==> src/hdl/calo_cell_binning_accumulate_macros.svh <==
// Assertion macros for the calorimeter cell binning block.
// Included by the top level; depends on nothing else.
`ifndef CALO_CELL_BINNING_ACCUMULATE_MACROS_SVH
`define CALO_CELL_BINNING_ACCUMULATE_MACROS_SVH

// Same-cycle implication, disabled while reset is asserted.
`define CBCA_ASSERT_IMP(label, clk, rst_n, ante, cons, msg) \
	label: assert property (@(posedge clk) disable iff (!rst_n) (ante) |-> (cons)) \
		else $error(msg);

// Next-cycle implication, disabled while reset is asserted.
`define CBCA_ASSERT_NXT(label, clk, rst_n, ante, cons, msg) \
	label: assert property (@(posedge clk) disable iff (!rst_n) (ante) |=> (cons)) \
		else $error(msg);

`endif

==> src/hdl/cbca_pkg.sv <==
// Shared types, constants and helper functions for the cell binning block.
// No dependencies; imported by every module of the block.
`timescale 1ns / 1ps

package cbca_pkg;

	localparam int CFG_IDX_W  = 3;
	localparam int CFG_DATA_W = 24;

	localparam logic [CFG_IDX_W-1:0] REG_ETA_MAX        = 3'd0;
	localparam logic [CFG_IDX_W-1:0] REG_TRANSITION_ETA = 3'd1;
	localparam logic [CFG_IDX_W-1:0] REG_CELLS_IN_ETA   = 3'd2;
	localparam logic [CFG_IDX_W-1:0] REG_CELLS_IN_PHI   = 3'd3;
	localparam logic [CFG_IDX_W-1:0] REG_ETA_SCALE      = 3'd4;
	localparam logic [CFG_IDX_W-1:0] REG_PHI_SCALE      = 3'd5;
	localparam logic [CFG_IDX_W-1:0] REG_ETA_WIDTH      = 3'd6;
	localparam logic [CFG_IDX_W-1:0] REG_PHI_WIDTH      = 3'd7;

	localparam logic [1:0] DROP_NONE    = 2'd0;
	localparam logic [1:0] DROP_OUTSIDE = 2'd1;
	localparam logic [1:0] DROP_FULL    = 2'd2;

	localparam logic [15:0] PI_Q12   = 16'd12868;
	localparam logic [23:0] PT_MAX   = 24'hFFFFFF;
	localparam logic [15:0] HITS_MAX = 16'hFFFF;

	typedef struct packed {
		logic [14:0] eta_max;
		logic [14:0] transition_eta;
		logic [11:0] cells_in_phi;
		logic [23:0] eta_scale;
		logic [23:0] phi_scale;
		logic [19:0] eta_width;
		logic [19:0] phi_width;
	} cbca_cfg_t;

	typedef struct packed {
		logic capture;
		logic clear;
		logic outside;
		logic init_search;
		logic search;
		logic hit_upd;
		logic miss_upd;
	} cbca_cmd_t;

	typedef struct packed {
		logic in_clear;
		logic in_outside;
		logic hit;
		logic exhausted;
	} cbca_stat_t;

	typedef struct packed {
		logic [23:0]        cell_id;
		logic [23:0]        pt_sum;
		logic [15:0]        hits;
		logic signed [15:0] ceta;
		logic signed [15:0] cphi;
	} cbca_entry_t;

	// Rounds a 2^-21 product to Q3.12, subtracts the offset and saturates.
	function automatic logic signed [15:0] sat_centre(input logic [37:0] u,
			input logic [15:0] base);
		logic [38:0]        r;
		logic signed [31:0] q;
		r = {1'b0, u} + 39'd256;
		q = $signed({2'b00, r[38:9]}) - $signed({16'h0000, base});
		if (q > 32'sd32767) begin
			sat_centre = 16'sh7FFF;
		end else if (q < -32'sd32768) begin
			sat_centre = 16'sh8000;
		end else begin
			sat_centre = q[15:0];
		end
	endfunction

endpackage

==> src/hdl/cbca_cfg.sv <==
// Configuration register file of the cell binning block.
// Depends on cbca_pkg for register indexes and the configuration struct.
`timescale 1ns / 1ps

module cbca_cfg (
	input  logic                           clk,
	input  logic                           arst_n,
	input  logic                           we,
	input  logic [cbca_pkg::CFG_IDX_W-1:0]  idx,
	input  logic [cbca_pkg::CFG_DATA_W-1:0] data,
	output cbca_pkg::cbca_cfg_t            cfg
);
	import cbca_pkg::*;

	cbca_cfg_t cfg_q;

	always_ff @(posedge clk or negedge arst_n) begin
		if (!arst_n) begin
			cfg_q.eta_max        <= 15'd20480;
			cfg_q.transition_eta <= 15'd13107;
			cfg_q.cells_in_phi   <= 12'd640;
			cfg_q.eta_scale      <= 24'd409600;
			cfg_q.phi_scale      <= 24'd417222;
			cfg_q.eta_width      <= 20'd10486;
			cfg_q.phi_width      <= 20'd10294;
		end else if (we) begin
			case (idx)
				REG_ETA_MAX:        cfg_q.eta_max        <= data[14:0];
				REG_TRANSITION_ETA: cfg_q.transition_eta <= data[14:0];
				REG_CELLS_IN_ETA:   ;
				REG_CELLS_IN_PHI:   cfg_q.cells_in_phi   <= data[11:0];
				REG_ETA_SCALE:      cfg_q.eta_scale      <= data[23:0];
				REG_PHI_SCALE:      cfg_q.phi_scale      <= data[23:0];
				REG_ETA_WIDTH:      cfg_q.eta_width      <= data[19:0];
				REG_PHI_WIDTH:      cfg_q.phi_width      <= data[19:0];
				default:            ;
			endcase
		end
	end

	// The fine eta bin count is carried by the eta scale, so it is not stored.
	assign cfg = cfg_q;

endmodule

==> config.mk <==
export PLATFORM = sky130hd
export DESIGN_NAME = cbca_cfg
export DESIGN_NICKNAME = d
export VERILOG_FILES = /design/src/hdl/calo_cell_binning_accumulate_macros.svh /design/src/hdl/cbca_pkg.sv /design/src/hdl/cbca_cfg.sv
export SDC_FILE = /design/constraint.sdc
export NUM_CORES = 1
export LEC_CHECK = 0
export ABC_AREA = 0
export BUFFER_PORTS_ARGS = -buffer_cell sky130_fd_sc_hd__buf_2
export CAP_MARGIN = 25
export CORE_ASPECT_RATIO = 1.1
export CORE_MARGIN = 1
export CORE_UTILIZATION = 55
export DETAILED_ROUTE_END_ITERATION = 8
export PLACE_DENSITY = 0.85
export SYNTH_ARGS = -nofsm -noshare
export SYNTH_HDL_FRONTEND = slang
export SYNTH_SLANG_ARGS = --single-unit
==> constraint.sdc <==
create_clock -name clk -period 1.28 [get_ports clk]
set_input_delay 0.192 -clock clk [delete_from_list [all_inputs] [get_ports clk]]
set_output_delay 0.192 -clock clk [all_outputs]
set_load 0.005 [all_outputs]
Word-level counts from Yosys, hierarchy flattened
Cells that the tools add are included.

Shift-type cells: 0. Multiply operators: 0. Equality and inequality tests: 6. Reductions and logical operators: 8. Div/mod/pow operators: 0. $lt $le $gt $ge: 0. $add $sub $neg: 0. Bitwise logic cells: 0. Multiplexer cells: 0.

Operators with widths (number): $reduce_and A2 Y1 (7); $eq A3 B3 Y1 const B (4); $eq A3 B1 Y1 const B (1); $eq A3 B2 Y1 const B (1); $logic_not A3 Y1 (1).

Word-level logic and storage cells: 21. Register bits after elaboration: 130. ROM bits: 0. Bits in latches: 0. Output and inout port bits: 130. RAM bits: 0. Input port bits: 30. Memories kept: 0.

Logic depth before layout (Yosys ltp)
Gate-level depths: netlist of run 1.

Depth in word-level cells: 2. Depth in mapped cells: 5. Gate-level depth less buffers: 2.

Least setup slack after synthesis of run 1
OpenSTA, ideal clock, no wires.

Path type: in2reg. Start point: input idx[0] in the netlist's numbering. End point: register cfg_q (netlist bit cfg[120]). Data arrival time: 1236 ps. Slack: -81 ps. Library setup time: 125 ps. Stages on the path: 4. Buffers on the path: 2. Data required time: 1155 ps. Cell sequence: buf_6 > nor4b_4 > buf_6 > mux2_2.

Longest elaborated chain between the ends: 2.

RTL lines: start: declaration (RTL line cbca_cfg.sv:9) `input logic [cbca_pkg::CFG_IDX_W-1:0] idx,`; $logic_not A3 Y1 (RTL line cbca_cfg.sv:27) `case (idx)`; $reduce_and A2 Y1 (no line); end: declaration (RTL line cbca_cfg.sv:15) `cbca_cfg_t cfg_q;`.

No other way between the ends. A chain may end at the register's enable or synchronous reset.

Final worst setup path of run 1
Start point: register cfg_q (netlist bit cfg[104]). End point: output cfg[104] in the netlist's numbering.

RTL lines: end: declaration (RTL line cbca_cfg.sv:11) `output cbca_pkg::cbca_cfg_t cfg`.

No word-level cell between the ends.

==> results.ini, run 1 <==
[sta]
fin_ws_ns=-0.0780
final.period_utilization=1.06
min_period_ns=1.36
fmax_mhz=736
max_slew_margin=0.746
report.final.setup_viol=40
finalHoldViolCount=0
drv_slew=0
hold_ws_ns=0.0160
fin_skew_ns=0
rsz0062_at_grt=yes
worst_pin_slew_ns=0.381

[worst_setup_path]
setup.worst_path.start_class=flip-flop
cp_slowest_cell=dfstp_2
crit_required_ns=1.09
worstReg2RegStart=cfg[111]
end_kind=primary output
path_cells=buf_6
r2r-end=cfg[111]
path_max_fanout=2
path_class=flip-flop to primary output
cp_top_family=flip-flops
cp_num_cells=1
max_stage_delay_ns=0.55
crit_buf_inv=1
crit_arrival_ns=1.17
reg2reg_depth=2
rrSetupSlack_ns=0.36

[floorplanning]
start_util=0.571
core_area_um2=8960
rows=36
io_pins=160
die_area_um2=9700
die_width_um=94.0
die_h_um=103

[yosys]
syn_area_per_cell_um2=18.2
ys_ff_latch=130
netlist_area_um2=5120
synth_cells=282
yosys.area.top_type=dfrtp_1
synth_seq_area_share=0.645
synth_warnings=0
synth_cell_types=13
synth_most_common_cell=mux2_2
ys.flop_type=dfrtp_1
synth_top_area_frac=0.440
yosys-top-cells-count=mux2_2, dfrtp_1, dfstp_2
synth_nets=312
synth_edf_count=0
async_flop_share=1.00
ys_top_cells_by_area=dfrtp_1, mux2_2, dfstp_2

[clocking]
worstSkewPairLatency_ns=0.51
path_clk_slew_ns=0.06
clock_path_buffers=2
cts-htree-levels=4
clockRootBuffer=clkbuf_8
cts_sinks=130
cts_tree=yes
numCtsBuffers=17

[drt]
drcViolationCount=0
dr.first_iter.drc_count=62
via_per_inst=5.27
detail_route.first_pass.iterations=5
routedWlPerCell_um=19.5
drt-total-wl_mm=12.1
vias=3271
ant_nets=0

[placed_design]
place_congestion=0.764
dp_cells=560
dp_hpwl_mm=7.85
portBuffers=159
post-place-ws_ns=-0.113

[power_and_ir_drop]
total_power_mw=13.4
p_per_area_nw_per_um2=1850
leakagePower_nw=3.45
peakVddDrop_mv=1.21

[status]
violations=setup timing
status=finished with violations

[hold_path]
holdCritStartpoint=data[6]
whs_path_depth=2
whs_endpoint=cfg[106]
holdCritPathClass=input pin to flip-flop

[finish]
area_growth_pct=41.4
drive_gt1_frac=0.771
largest_reg_flops=130
final_cell_count_no_fill=621
fill_cells=476
final_util=0.808
antenna_cells=0
nets=524

[global_route]
grt_max_degree=29
grt_pass1_wl_mm=17.9
grt_overflow_total=0
grtUsageTotal=0.258
grt_pass1_vias=3354
antenna_found_initial=0

[run]
maxCapViolCount=0

## worst register-to-register path: stages, from the launching register on
cell and delay (ns):
dfrtp_1 0.39, buf_4 0.14, mux2_4 0.27
## final cells by class
cell class	count	area (um^2)	area share
Sequential cell	130	3300	0.456
Multi-Input combinational cell	137	1690	0.234
Timing Repair Buffer	208	1500	0.208
Clock buffer	23	467	0.0645
Tap cell	114	143	0.0197
Clock inverter	9	129	0.0178
## metal layers
metal  vias up  track usage  wire length [um]
li1       1434            -                 -
met4         0        0.103               211
met5         -            0                 0
met1      1706        0.308              4800
met2       106        0.450              6590
met3        25       0.0680               488
## kinds of logic (layout without fill, tap and decap cells)
logic type | after synthesis | count (layout) | share of synthesized area
buf+inv | 15 | 240 | 0.0296
flops | 130 | 130 | 0.645
mux | 130 | 130 | 0.308
simple gates | 7 | 7 | 0.0171
## layout by cell type, fill, tap and decap left out
cell type,netlist,routed
dfrtp_1,90,90
nand4_1,1,1
mux2_2,100,92
buf_2,7,132
bufinv_16,0,3
nand4b_2,1,1
clkinvlp_4,0,2
and4bb_2,1,2
dfstp_2,40,40
nor4b_4,1,1
clkinv_2,0,3
nand4b_1,2,2
buf_6,5,26
buf_12,3,10
mux2_4,30,38
buf_4,0,20
clkinv_4,0,1
dlygate4sd3_1,0,20
clkbuf_8,0,4
clkbuf_16,0,16
clkbuf_1,0,3
## per-stage QoR
step	TNS (ns)	cell area (um^2)
after detailed placement	-3.46	6210
after global routing	-3.67	7240
after CTS	-2.95	7140
final	-2.17	7240
after global placement	-2.04	6210
after floorplan	-0.579	5150
## how the worst max path moves through the flow
stage,start,endpoint
6_report,cfg[104],cfg[104]
5_1_grt,cfg[109],cfg[109]
4_1_cts,cfg[109],cfg[109]
3_5_place_dp,idx[1],cfg[64]
3_3_place_gp,idx[1],cfg[64]
2_1_floorplan,idx[0],cfg[120]
## where the power goes
group | internal (mW) | switching, mW | total, mW
clock | 3.11 | 1.69 | 4.80
combinational | 1.82 | 1.01 | 2.82
sequential | 5.23 | 0.537 | 5.77
## timing repair
item,4_1_cts,5_1_grt
buffers inserted,7,2
hold buffers,20,0
hold endpoints to repair,163,0
gates resized for setup,12,14
setup endpoints to repair,40,44
Note: power is estimated with default switching activity, not from simulation.
==> run 2: changes to the inputs <==
--- a/config.mk
+++ b/config.mk
@@ -13,6 +13,7 @@
 export CORE_UTILIZATION = 55
 export DETAILED_ROUTE_END_ITERATION = 8
 export PLACE_DENSITY = 0.85
+export RECOVER_POWER = 50
 export SYNTH_ARGS = -nofsm -noshare
 export SYNTH_HDL_FRONTEND = slang
 export SYNTH_SLANG_ARGS = --single-unit
==> run 2 against run 1 <==
Net effect: the run still ends with setup timing left; sequential share of layout area grew 0.33 points; clock skew did not move; worst hold slack worse by 0.0036 ns; sequential power about the same; core utilization fell by 0.57 points; cell area decreased by 0.71%; critical path type unchanged; largest cell class unchanged; largest power group unchanged; highest routed layer unchanged.
==> results.ini, run 2 (synthesis results as in run 1) <==
[status]
status=finished with violations  ; unchanged
violations=setup timing  ; unchanged

[power_and_ir_drop]
leakagePower_nw=3.42  ; was 3.45 nW
p_per_area_nw_per_um2=1860  ; was 1850 nW/um^2
peakVddDrop_mv=1.21  ; about the same
total_power_mw=13.4  ; about the same

[finish]
layout_common_cells=buf_2, mux2_2, dfrtp_1, mux2_4, dfstp_2  ; was buf_2, mux2_2, dfrtp_1, dfstp_2, mux2_4
antenna_cells=0  ; unchanged
final_common_cell=buf_2  ; unchanged
nets=524  ; unchanged
largest_reg_flops=130  ; unchanged
area_growth_pct=40.4  ; was 41.4%
drive_gt1_frac=0.740  ; was 0.771

[drt]
routedWlPerCell_um=19.5  ; about the same
dr.first_iter.drc_count=63  ; was 62
m1WireLength_mm=4.80  ; about the same
via_per_inst=5.25  ; was 5.27
vias=3261  ; was 3,271
wl_met2_mm=6.62  ; was 6.59 mm
route.met3.wl_um=494  ; was 488 um
drt-total-wl_mm=12.1  ; about the same
drcViolationCount=0  ; unchanged
ant_nets=0  ; unchanged
detail_route.first_pass.iterations=5  ; unchanged
top_layer_used=met4  ; unchanged

[worst_setup_path]
path_cells=buf_2  ; was buf_6
cp_slowest_cell=dfstp_1  ; was dfstp_2
cp_top_family=flip-flops  ; unchanged
end_kind=primary output  ; unchanged
path_class=flip-flop to primary output  ; unchanged
crit_required_ns=1.09  ; about the same
max_stage_delay_ns=0.54  ; was 0.55 ns
setup.worst_path.start_class=flip-flop  ; unchanged
crit_arrival_ns=1.16  ; was 1.17 ns
path_max_fanout=2  ; unchanged
crit_buf_inv=1  ; unchanged

[global_route]
antenna_found_initial=0  ; unchanged
grt_pass1_wl_mm=17.9  ; unchanged
grt_overflow_total=0  ; unchanged
grt_max_degree=29  ; unchanged
grtUsageTotal=0.258  ; unchanged
grt_pass1_vias=3354  ; unchanged

[sta]
worst_pin_slew_ns=0.626  ; was 0.381 ns
final.period_utilization=1.06  ; about the same
report.final.setup_viol=40  ; unchanged
drv_slew=0  ; unchanged
min_period_ns=1.36  ; about the same
rsz0062_at_grt=yes  ; unchanged
fin_skew_ns=0  ; unchanged
max_slew_margin=0.583  ; was 0.746
fin_ws_ns=-0.0757  ; was -0.0780 ns
fin_tns_setup_ns=-2.27  ; was -2.17 ns
finalHoldViolCount=0  ; unchanged
fmax_mhz=738  ; was 736 MHz

[floorplanning]
start_util=0.571  ; unchanged
rows=36  ; unchanged
die_width_um=94.0  ; unchanged
die_area_um2=9700  ; unchanged
die_h_um=103  ; unchanged
io_pins=160  ; unchanged
core_area_um2=8960  ; unchanged

[clocking]
clock_path_buffers=2  ; unchanged
cts_sinks=130  ; unchanged
cts-htree-levels=4  ; unchanged
path_clk_slew_ns=0.06  ; about the same
numCtsBuffers=17  ; unchanged
worstSkewPairLatency_ns=0.51  ; about the same
clockRootBuffer=clkbuf_8  ; unchanged
cts_tree=yes  ; unchanged

[placed_design]
dp_hpwl_mm=7.85  ; unchanged
portBuffers=159  ; unchanged
place_congestion=0.764  ; unchanged

[hold_path]
holdCritPathClass=input pin to flip-flop  ; unchanged

[run]
maxCapViolCount=0  ; unchanged

==> run 2: changes by cell type in the layout (fill, tap and decap cells not counted), moves of 4 or more <==
cell,delta
buf_4,-4
dfstp_2,-13
clkbuf_2,+4
dfstp_1,+13
==> run 2: report_power, final <==
part           leakage, nW  switching [mW]  total, mW  internal [mW]
Sequential            1.49           0.537       5.74           5.20
Combinational         1.64            1.00       2.80           1.80
Clock                0.288            1.70       4.81           3.11
==> run 2: path summary, 6_finish.rpt <==
path	start	endpoint	slack [ns]	depth (start not counted)
max	cfg[2]	cfg[2]	-0.08	1
min	data[6]	cfg[106]	0.01	2
max reg2reg	cfg[111]	cfg[111]	0.36	2
min reg2reg	cfg[17]	cfg[17]	0.50	1
max in group asynchronous	arst_n	cfg[81]	0.11	3
min in group asynchronous	arst_n	cfg[87]	0.24	2
==> run 2: repair_timing <==
action                                 4_1_cts  5_1_grt
buffers inserted                             7        2
setup endpoints to repair                   40       44
hold buffers                                20        0
endpoints found under the hold margin      163        0
resized for setup                           12       14
==> run 2: area by class of cell <==
class	count	area (um^2)
Sequential cell	130	3300
Fill cell	483	1780
Multi-Input combinational cell	137	1690
Timing Repair Buffer	208	1450
Clock buffer	23	467
Tap cell	114	143
Clock inverter	9	129
==> run 2: routing by layer <==
| metal | vias up | track usage |
|---|---|---|
| met3 | 17 | 0.0680 |
| met1 | 1710 | 0.308 |
| met4 | 0 | 0.103 |
| met2 | 102 | 0.450 |
| li1 | 1432 | - |
| met5 | - | 0 |
==> run 2: through the flow <==
step	utilization	std cells	worst slack [ns]	hold slack, ns	area (um^2)
floorplan	-	282	-0.0594	-0.104	5150
global placement	0.693	560	-0.0851	0.144	6210
detailed placement	0.693	560	-0.113	0.142	6210
CTS	0.796	619	-0.0927	0.000156	7140
global route	0.802	621	-0.118	0.0141	7190
finish	0.802	621	-0.0757	0.0124	7190
