===== src/hdl/calo_cell_binning_accumulate_macros.svh =====
// Assertion macros for the calorimeter cell binning block.
// Included by the top level; depends on nothing else.
`ifndef CALO_CELL_BINNING_ACCUMULATE_MACROS_SVH
`define CALO_CELL_BINNING_ACCUMULATE_MACROS_SVH

// Same-cycle implication, disabled while reset is asserted.
`define CBCA_ASSERT_IMP(label, clk, rst_n, ante, cons, msg) \
	label: assert property (@(posedge clk) disable iff (!rst_n) (ante) |-> (cons)) \
		else $error(msg);

// Next-cycle implication, disabled while reset is asserted.
`define CBCA_ASSERT_NXT(label, clk, rst_n, ante, cons, msg) \
	label: assert property (@(posedge clk) disable iff (!rst_n) (ante) |=> (cons)) \
		else $error(msg);

`endif


===== src/hdl/cbca_pkg.sv =====
// Shared types, constants and helper functions for the cell binning block.
// No dependencies; imported by every module of the block.
`timescale 1ns / 1ps

package cbca_pkg;

	localparam int CFG_IDX_W  = 3;
	localparam int CFG_DATA_W = 24;

	localparam logic [CFG_IDX_W-1:0] REG_ETA_MAX        = 3'd0;
	localparam logic [CFG_IDX_W-1:0] REG_TRANSITION_ETA = 3'd1;
	localparam logic [CFG_IDX_W-1:0] REG_CELLS_IN_ETA   = 3'd2;
	localparam logic [CFG_IDX_W-1:0] REG_CELLS_IN_PHI   = 3'd3;
	localparam logic [CFG_IDX_W-1:0] REG_ETA_SCALE      = 3'd4;
	localparam logic [CFG_IDX_W-1:0] REG_PHI_SCALE      = 3'd5;
	localparam logic [CFG_IDX_W-1:0] REG_ETA_WIDTH      = 3'd6;
	localparam logic [CFG_IDX_W-1:0] REG_PHI_WIDTH      = 3'd7;

	localparam logic [1:0] DROP_NONE    = 2'd0;
	localparam logic [1:0] DROP_OUTSIDE = 2'd1;
	localparam logic [1:0] DROP_FULL    = 2'd2;

	localparam logic [15:0] PI_Q12   = 16'd12868;
	localparam logic [23:0] PT_MAX   = 24'hFFFFFF;
	localparam logic [15:0] HITS_MAX = 16'hFFFF;

	typedef struct packed {
		logic [14:0] eta_max;
		logic [14:0] transition_eta;
		logic [11:0] cells_in_phi;
		logic [23:0] eta_scale;
		logic [23:0] phi_scale;
		logic [19:0] eta_width;
		logic [19:0] phi_width;
	} cbca_cfg_t;

	typedef struct packed {
		logic capture;
		logic clear;
		logic outside;
		logic init_search;
		logic search;
		logic hit_upd;
		logic miss_upd;
	} cbca_cmd_t;

	typedef struct packed {
		logic in_clear;
		logic in_outside;
		logic hit;
		logic exhausted;
	} cbca_stat_t;

	typedef struct packed {
		logic [23:0]        cell_id;
		logic [23:0]        pt_sum;
		logic [15:0]        hits;
		logic signed [15:0] ceta;
		logic signed [15:0] cphi;
	} cbca_entry_t;

	// Rounds a 2^-21 product to Q3.12, subtracts the offset and saturates.
	function automatic logic signed [15:0] sat_centre(input logic [37:0] u,
			input logic [15:0] base);
		logic [38:0]        r;
		logic signed [31:0] q;
		r = {1'b0, u} + 39'd256;
		q = $signed({2'b00, r[38:9]}) - $signed({16'h0000, base});
		if (q > 32'sd32767) begin
			sat_centre = 16'sh7FFF;
		end else if (q < -32'sd32768) begin
			sat_centre = 16'sh8000;
		end else begin
			sat_centre = q[15:0];
		end
	endfunction

endpackage


===== src/hdl/cbca_ctrl.sv =====
// Controller state machine of the cell binning block.
// Depends on cbca_pkg for the command and status structs.
`timescale 1ns / 1ps

module cbca_ctrl (
	input  logic                  clk,
	input  logic                  arst_n,
	input  logic                  start,
	output logic                  busy,
	output cbca_pkg::cbca_cmd_t   cmd,
	input  cbca_pkg::cbca_stat_t  stat
);
	import cbca_pkg::*;

	localparam logic [2:0] ST_IDLE   = 3'd0;
	localparam logic [2:0] ST_CALC1  = 3'd1;
	localparam logic [2:0] ST_CALC2  = 3'd2;
	localparam logic [2:0] ST_CALC3  = 3'd3;
	localparam logic [2:0] ST_SEARCH = 3'd4;

	logic [2:0] state_q;
	logic [2:0] state_d;

	always_comb begin
		cmd     = '0;
		state_d = state_q;
		case (state_q)
			ST_IDLE: begin
				if (start) begin
					if (stat.in_clear) begin
						cmd.clear = 1'b1;
					end else if (stat.in_outside) begin
						cmd.outside = 1'b1;
					end else begin
						cmd.capture = 1'b1;
						state_d     = ST_CALC1;
					end
				end
			end
			ST_CALC1: state_d = ST_CALC2;
			ST_CALC2: state_d = ST_CALC3;
			ST_CALC3: begin
				cmd.init_search = 1'b1;
				state_d         = ST_SEARCH;
			end
			ST_SEARCH: begin
				if (stat.hit) begin
					cmd.hit_upd = 1'b1;
					state_d     = ST_IDLE;
				end else if (stat.exhausted) begin
					cmd.miss_upd = 1'b1;
					state_d      = ST_IDLE;
				end else begin
					cmd.search = 1'b1;
				end
			end
			default: state_d = ST_IDLE;
		endcase
	end

	always_ff @(posedge clk or negedge arst_n) begin
		if (!arst_n) begin
			state_q <= ST_IDLE;
		end else begin
			state_q <= state_d;
		end
	end

	assign busy = (state_q != ST_IDLE);

endmodule


===== config.mk =====
export PLATFORM = sky130hd
export DESIGN_NAME = cbca_ctrl
export DESIGN_NICKNAME = d
export VERILOG_FILES = /design/src/hdl/calo_cell_binning_accumulate_macros.svh /design/src/hdl/cbca_pkg.sv /design/src/hdl/cbca_ctrl.sv
export SDC_FILE = /design/constraint.sdc
export NUM_CORES = 1
export LEC_CHECK = 0
export BUFFER_PORTS_ARGS = -buffer_cell sky130_fd_sc_hd__buf_4
export CAP_MARGIN = 20
export CORE_AREA = 10 10 47 49
export CTS_CLUSTER_SIZE = 8
export DETAILED_ROUTE_END_ITERATION = 10
export DIE_AREA = 0 0 57 59
export PLACE_DENSITY_LB_ADDON = 0.08
export SLEW_MARGIN = 15
export SYNTH_ARGS = -nofsm -noshare
export SYNTH_HDL_FRONTEND = slang
export SYNTH_SLANG_ARGS = --single-unit

===== constraint.sdc =====
create_clock -name clk -period 1.2 [get_ports clk]
set_clock_uncertainty 0.05 [all_clocks]
set_input_delay 0.12 -clock clk [delete_from_list [all_inputs] [get_ports clk]]
set_output_delay 0.12 -clock clk [all_outputs]
set_load 0.02 [all_outputs]

==> Word level (Yosys, flattened, before mapping) <==
Index checks and enable logic that the tools add are counted.
Widths: inputs -> output; s select.
{ "word_totals": {"reg_bits": 3, "input_bits": 7, "out_inout_bits": 8, "elab_cells": 32} }
{ "classes": {"eq_ne": 8, "mux": 20, "n_reduce_logical": 3} }
{ "ops": {"columns": ["op", "n"], "rows": [
  ["$mux 3", 8],
  ["$pmux 3 s5", 1],
  ["$mux 1", 11],
  ["$eq 3x2->1 const B", 2],
  ["$ne 2x2->1 const B", 3],
  ["$reduce_and 4->1", 1],
  ["$eq 3x1->1 const B", 1],
  ["$eq 3x3->1 const B", 1],
  ["$logic_not 3->1", 1],
  ["$ne 3x3->1 const B", 1],
  ["$reduce_bool 3->1", 1]
]} }

==> Longest topological paths before layout <==
Gate-level depths: netlist of run 1.
{ "logic_depth": {"ltp_word": 4, "ltp_mapped": 3} }

==> Worst setup path after synthesis of run 1 <==
OpenSTA, ideal clock, no wires.
{ "synth_timing": {"path_kind": "register to output", "startpoint": "reg state_q[0]", "endpoint": "out cmd[6] in the netlist's numbering", "arrival_time_ps": 1594, "t_required_ps": 1030, "path_slack_ps": -564, "path_stages_with_launch": 4, "path_buffers": 0, "cell_sequence": "dfrtp_1 > nor3_1 > inv_1 > nor4b_1"} }
{ "synth_lines": {"columns": ["element", "line_no", "rtl"], "rows": [
  ["from (decl)", "cbca_ctrl.sv:21", "logic [2:0] state_q;"],
  ["from (signal assigned)", "cbca_ctrl.sv:65", "state_q <= state_d;"],
  ["to (decl)", "cbca_ctrl.sv:10", "output cbca_pkg::cbca_cmd_t cmd,"]
]} }

==> run_results.csv, run 1 <==
group,metric,value,unit
clock_network,cts_root_buf,"clkbuf_4",
worst_setup_path,crit_type,"register to primary output",
cells_and_area,nFillCells,137,
worst_setup_path,critPathRequiredTime,1.03,ns
die,core_area,1400,um^2
worst_setup_path,path_cells,"or4b_4 > nor2_4 > buf_6",
timing,rsz0062_at_grt,"yes",
worst_setup_path,path_delay_family,"simple AND/OR/NAND/NOR gates",
clock_network,clock_sinks,3,
worst_setup_path,critPathLaunch,"state_q[1]",
die,rows,14,
cells_and_area,final_cell_mix,"buf_4 (13), buf_6 (12), nor2_4 (3), clkbuf_4 (3), dfrtp_1 (3)",
global_route,antenna_found_initial,0,
logic_synthesis,synth_warnings,0,
global_route,grt_pass1_vias,307,
timing,report.final.hold_viol_count,0,
die,die_h,59,um
cells_and_area,reg_top3,"state_q x3",
power,ir_worst_vdd,0.910,mV
placed_design,dpl.hpwl,613,um
timing,fin_ws,-0.416,ns
cells_and_area,areaGrowthSynthToFinish,181,%
logic_synthesis,netlist_instances,22,
cells_and_area,top_register,"state_q",
worst_setup_path,rrSetupSlack,-0.26,ns
cells_and_area,final_design_area_no_fill,546,um^2
die,ios,15,
clock_network,numCtsBuffers,3,
worst_setup_path,worstPathArrival,1.45,ns
timing,period_minus_slack,1.62,ns
global_route,grt_max_degree,5,
timing,finalMaxSlewViolations,0,
cells_and_area,largest_register_ff_count,3,
clock_network,clock_latency,0.23,ns
worst_setup_path,r2r_cells,4,
worst_setup_path,r2r-end,"state_q[2]",
worst_setup_path,crit_buf_inv,1,
outcome,status,"finished, violations left",
timing,setup_viol,9,
power,power.density,2200,nW/um^2
worst_setup_path,end_kind,"primary output",
detailed_routing,route.detailed.drc,0,
logic_synthesis,synth_cell_types,13,
logic_synthesis,netlist_area,194,um^2
placed_design,place_congestion,0.755,
run,maxCapViolations,0,
die,fp.dieW,57,um
worst_setup_path,slowest_delay,0.55,ns
cells_and_area,antenna_cells,0,
min_path,hold_class,"input port to register",
clock_network,clk_path_buf_depth,2,
detailed_routing,antenna_left,0,
worst_setup_path,r2r-start,"state_q[1]",
timing,finalSetupTns,-2.39,ns
placed_design,post_dp_cell_area,392,um^2
worst_setup_path,cp-endpoint,"cmd[0]",
clock_network,clkTransAtPathRegs,0.04,ns
logic_synthesis,ys_ff_latch,3,
logic_synthesis,yosysSeqAreaShare,38.7,%
cells_and_area,final_nets,60,
global_route,track_usage,5.12,%
placed_design,numPortBuffers,14,
worst_setup_path,setup.worst_path.start_class,"register",
detailed_routing,drt_wl_total,886,um
global_route,grt_pass1_wl,1310,um
timing,post-route-period-util,135,%
timing,fmax,619,MHz
clock_network,cts_tree,"yes",
detailed_routing,drtIter0Drc,1,
clock_network,cts_max_level,1,
outcome,violations,"setup timing",
die,start_util,13.8,%
timing,worstMarginPinSlew,0.227,ns
die,design.die.area,3360,um^2
global_route,overflow,0,
detailed_routing,post_drt_via_cell_ratio,4.18,
worst_setup_path,crit_fanout,4,
power,power_leakage,0.000259,uW
placed_design,placedCellCount,57,
logic_synthesis,syn_avg_cell_area,8.82,um^2
worst_setup_path,path_depth,3,
detailed_routing,vias,284,
timing,relSlewSlack,84.8,%
worst_setup_path,critPathSlowestCell,"or4b_4",
detailed_routing,wl_per_cell,13.0,um
cells_and_area,drive_above_1_share,76.9,%
cells_and_area,final_cells,68,
detailed_routing,dr.pass1.iters,2,
cells_and_area,layout_commonest_cell,"buf_4",
logic_synthesis,syn_nets,29,
==> layer usage <==
| layer | GRT usage, % | vias up | share of wire [%] |
|---|---|---|---|
| li1 | - | 138 | - |
| met1 | 4.32 | 129 | 35 |
| met2 | 8.53 | 13 | 52 |
| met3 | 2.36 | 4 | 8.4 |
| met4 | 5.37 | 0 | 5.2 |
| met5 | 0 | - | 0 |
==> cell type report <==
cell class	count	area, um^2	share of cell area [%]
Clock buffer	4	26.3	4.82
Tap cell	16	20.0	3.67
Inverter	2	7.51	1.38
Timing Repair Buffer	26	243	44.5
Multi-Input combinational cell	17	174	31.9
Sequential cell	3	75.1	13.8
==> power breakdown <==
group	internal [uW]	total [uW]	leakage, uW	switching (uW)
Clock	125	178	0.0000150	53.3
Sequential	149	204	0.0000383	55.2
Combinational	459	817	0.000206	358
==> worst min-delay path by stage <==
stage | from | end | slack (ns) | cells after the start
2_1_floorplan | arst_n | state_q[0] | -0.23 | 0
3_3_place_gp | arst_n | state_q[0] | -0.14 | 1
3_5_place_dp | arst_n | state_q[0] | -0.14 | 1
4_1_cts | stat[0] | state_q[2] | 0.06 | 2
5_1_grt | stat[0] | state_q[2] | 0.07 | 2
6_report | stat[0] | state_q[2] | 0.07 | 2
==> Yosys cell counts, drive strengths merged <==
| cell type | instances | area (um^2) |
|---|---|---|
| and3 | 1 | 6.26 |
| and4b | 1 | 10.0 |
| dfrtp | 3 | 75.1 |
| inv | 2 | 7.51 |
| nand2 | 2 | 7.51 |
| nor2 | 5 | 18.8 |
| nor3 | 2 | 10.0 |
| nor3b | 1 | 7.51 |
| nor4b | 1 | 8.76 |
| o21a | 1 | 7.51 |
| o22ai | 1 | 12.5 |
| or4b | 1 | 13.8 |
| xnor2 | 1 | 8.76 |
==> metrics by stage <==
stage	hold slack (ns)	utilization [%]	setup slack, ns	total power (uW)
4_1_cts	0.0627	35.6	-0.434	1110
6_report	0.0695	38.9	-0.416	1200
5_1_grt	0.0683	38.9	-0.446	1270
2_1_floorplan	-0.226	-	-0.151	477
3_5_place_dp	-0.139	27.9	-0.205	774
3_3_place_gp	-0.141	27.9	-0.188	773
==> repair_timing <==
action                                  CTS  global route
endpoints found under the hold margin     3             0
pin swaps                                 5             4
setup buffers                             4             4
hold buffers                              1             0
resized for setup                        13             7
endpoints found under the setup margin    9             9
cloned                                    0             0
==> kinds of logic after synthesis <==
group	Yosys count	share of synthesized area, %
AOI/OAI and AO/OA	2	10.3
xor gates and xnor gates	1	4.52
buffers and inverters	2	3.87
DFF	3	38.7
and+or+nand+nor	14	42.6
Power figures use the tool's default switching activity.
==> run 2, diff against run 1 <==
- ABC_AREA: default -> 1
- CTS_BUF_LIST: default -> sky130_fd_sc_hd__clkbuf_2 sky130_fd_sc_hd__clkbuf_4 sky130_fd_sc_hd__clkbuf_8
==> run_results.csv, run 2 <==
group,metric,value,unit
global_route,track_usage,4.42,%
global_route,grt_pass1_wl,1130,um
logic_synthesis,synth_top_family_by_area,"simple AND/OR/NAND/NOR gates",
timing,worstMarginPinSlew,0.180,ns
outcome,violations,"setup timing",
worst_setup_path,cp-endpoint,"cmd[4]",
global_route,grt_max_degree,6,
logic_synthesis,ys_ff_latch,3,
logic_synthesis,syn_avg_cell_area,6.30,um^2
cells_and_area,areaGrowthSynthToFinish,105,%
die,die_h,59,um
cells_and_area,antenna_cells,0,
global_route,grt_pass1_vias,288,
timing,finalMaxSlewViolations,0,
power,power.density,2290,nW/um^2
timing,fin_ws,-0.119,ns
logic_synthesis,synth_compound_area_share,2.56,%
placed_design,numPortBuffers,14,
detailed_routing,vias,251,
timing,fmax,758,MHz
timing,rsz0062_at_grt,"yes",
detailed_routing,route.detailed.drc,0,
cells_and_area,reg_top3,"state_q x3",
logic_synthesis,netlist_instances,31,
logic_synthesis,synth_most_common_cell,"nor2_1",
outcome,status,"finished, violations left",
worst_setup_path,critPathLaunch,"state_q[0]",
placed_design,place_ws,0.103,ns
detailed_routing,drtIter0Drc,5,
run,maxCapViolations,0,
power,power_leakage,0.000213,uW
worst_setup_path,crit_fanout,4,
worst_setup_path,critPathRequiredTime,1.03,ns
worst_setup_path,worstPathArrival,1.15,ns
cells_and_area,layout_commonest_cell,"buf_4",
logic_synthesis,synth-simple-area-share,49.4,%
die,core_area,1400,um^2
power,p_comb_share,55.6,%
timing,report.final.hold_viol_count,0,
worst_setup_path,rrSetupSlack,0.20,ns
timing,relSlewSlack,88.0,%
clock_network,cts_root_buf,"clkbuf_4",
timing,setup_viol,7,
logic_synthesis,netlist_area,195,um^2
worst_setup_path,r2r_cells,4,
power,pwr-share-clk,21.7,%
die,rows,14,
worst_setup_path,setup.worst_path.start_class,"register",
cells_and_area,drive_above_1_share,55.8,%
cells_and_area,final_nets,60,
logic_synthesis,synth_mux_area_share,0,%
clock_network,clkTransAtPathRegs,0.04,ns
logic_synthesis,ys.flop_type,"dfrtp_1",
clock_network,numCtsBuffers,3,
die,ios,15,
clock_network,clock_sinks,3,
logic_synthesis,synth_edf_count,0,
logic_synthesis,ys_top_cells_by_count,"nor2_1 (10), nand2_1 (7), dfrtp_1 (3), inv_1 (3), inv_2 (2)",
worst_setup_path,crit_type,"register to primary output",
clock_network,clock_latency,0.23,ns
global_route,antenna_found_initial,0,
detailed_routing,wl_per_cell,9.78,um
logic_synthesis,synthAdderAreaFrac,0,%
cells_and_area,top_register,"state_q",
die,design.die.area,3360,um^2
logic_synthesis,synth_top_cell_by_area,"dfrtp_1",
detailed_routing,drt_wl_total,665,um
power,ir_worst_vdd,0.635,mV
timing,finalSetupTns,-0.679,ns
worst_setup_path,r2r-end,"state_q[0]",
logic_synthesis,synthArstFlopShare,100,%
worst_setup_path,end_kind,"primary output",
timing,period_minus_slack,1.32,ns
logic_synthesis,synth_top_area_share,38.5,%
detailed_routing,dr.pass1.iters,2,
die,fp.dieW,57,um
power,p_int,527,uW
placed_design,place_congestion,0.645,
clock_network,cts_max_level,1,
clock_network,clk_path_buf_depth,2,
die,start_util,13.9,%
logic_synthesis,synth_cell_types,11,
logic_synthesis,syn_nets,38,
placed_design,dpl.hpwl,551,um
worst_setup_path,r2r-start,"state_q[1]",
cells_and_area,nFillCells,162,
logic_synthesis,synthTopCellsByArea,"dfrtp_1 (38%), nor2_1 (19%), nand2_1 (13%), inv_1 (5.8%), inv_2 (3.8%)",
min_path,hold_class,"input port to async pin",
detailed_routing,post_drt_via_cell_ratio,3.69,
cells_and_area,final_cell_mix,"buf_4 (14), nand2_1 (6), nor2_1 (6)",
logic_synthesis,yosysSeqAreaShare,38.5,%
detailed_routing,antenna_left,0,
cells_and_area,largest_register_ff_count,3,
clock_network,cts_tree,"yes",
timing,post-route-period-util,110,%
power,p_seq_share,22.7,%
logic_synthesis,synth_warnings,0,
logic_synthesis,yosys.area_share.xor_xnor,0,%
power,p_sw,391,uW
global_route,overflow,0,
power,p_sw_share,42.6,%
[run 2: area by class of cell]
type | count | area [um^2] | share of cell area (%)
clock buffer | 4 | 30.0 | 7.50
inverter | 5 | 18.8 | 4.69
multi-input combinational | 23 | 119 | 29.7
sequential | 3 | 75.1 | 18.8
tap | 16 | 20.0 | 5.00
timing repair buffer | 17 | 138 | 34.4
[run 2: per-stage QoR]
stage / instance area [um^2] / hold slack [ns] / total power, uW / std cells / util [%]
global route: 400 / 0.175 / 1000 / 68 / 28.6
finish: 400 / 0.164 / 918 / 68 / 28.6
global placement: 328 / -0.139 / 638 / 62 / 23.4
detailed placement: 328 / -0.140 / 641 / 62 / 23.4
CTS: 389 / 0.159 / 924 / 68 / 27.8
floorplan: 195 / -0.226 / 461 / 31 / -
[run 2: what timing repair did]
item	4_1_cts	5_1_grt
endpoints found under the hold margin	3	0
pin swaps	1	2
setup buffers	1	0
endpoints found under the setup margin	7	8
hold buffers	1	0
gates resized for setup	4	4
[run 2: cells by family (layout without fill, tap and decap cells)]
group / after synthesis / count (layout)
AOI/OAI and AO/OA: 1 / 1
buffers and inverters: 5 / 26
DFF: 3 / 3
and+or+nand+nor: 22 / 22
[run 2: power groups by stage]
stage | Clock, uW | Sequential [uW] | Combinational (uW)
2_1_floorplan | 0 | 199 | 261
3_3_place_gp | 0 | 196 | 442
3_5_place_dp | 0 | 197 | 444
4_1_cts | 214 | 207 | 503
5_1_grt | 215 | 211 | 574
6_report | 199 | 208 | 510
[run 2: worst min-delay path by stage]
stage,startpoint,to,cells past startpoint
2_1_floorplan,arst_n,state_q[0],0
4_1_cts,arst_n,state_q[0],2
3_3_place_gp,arst_n,state_q[1],1
3_5_place_dp,arst_n,state_q[1],1
6_report,arst_n,state_q[0],2
5_1_grt,arst_n,state_q[0],2
[run 2: worst max-delay path: stages, from the launching register on]
cell     delay, ns
dfrtp_1       0.40
inv_1         0.08
nand2_2       0.06
nor2_4        0.09
inv_2         0.06
nor2_1        0.08
buf_4         0.14
[run 2: per-layer routing]
layer,up-vias,track usage (%),wire length (um)
li1,135,-,-
met1,111,3.35,232
met2,5,8.22,412
met3,0,1.29,21
met4,0,5.03,0
met5,-,0,0
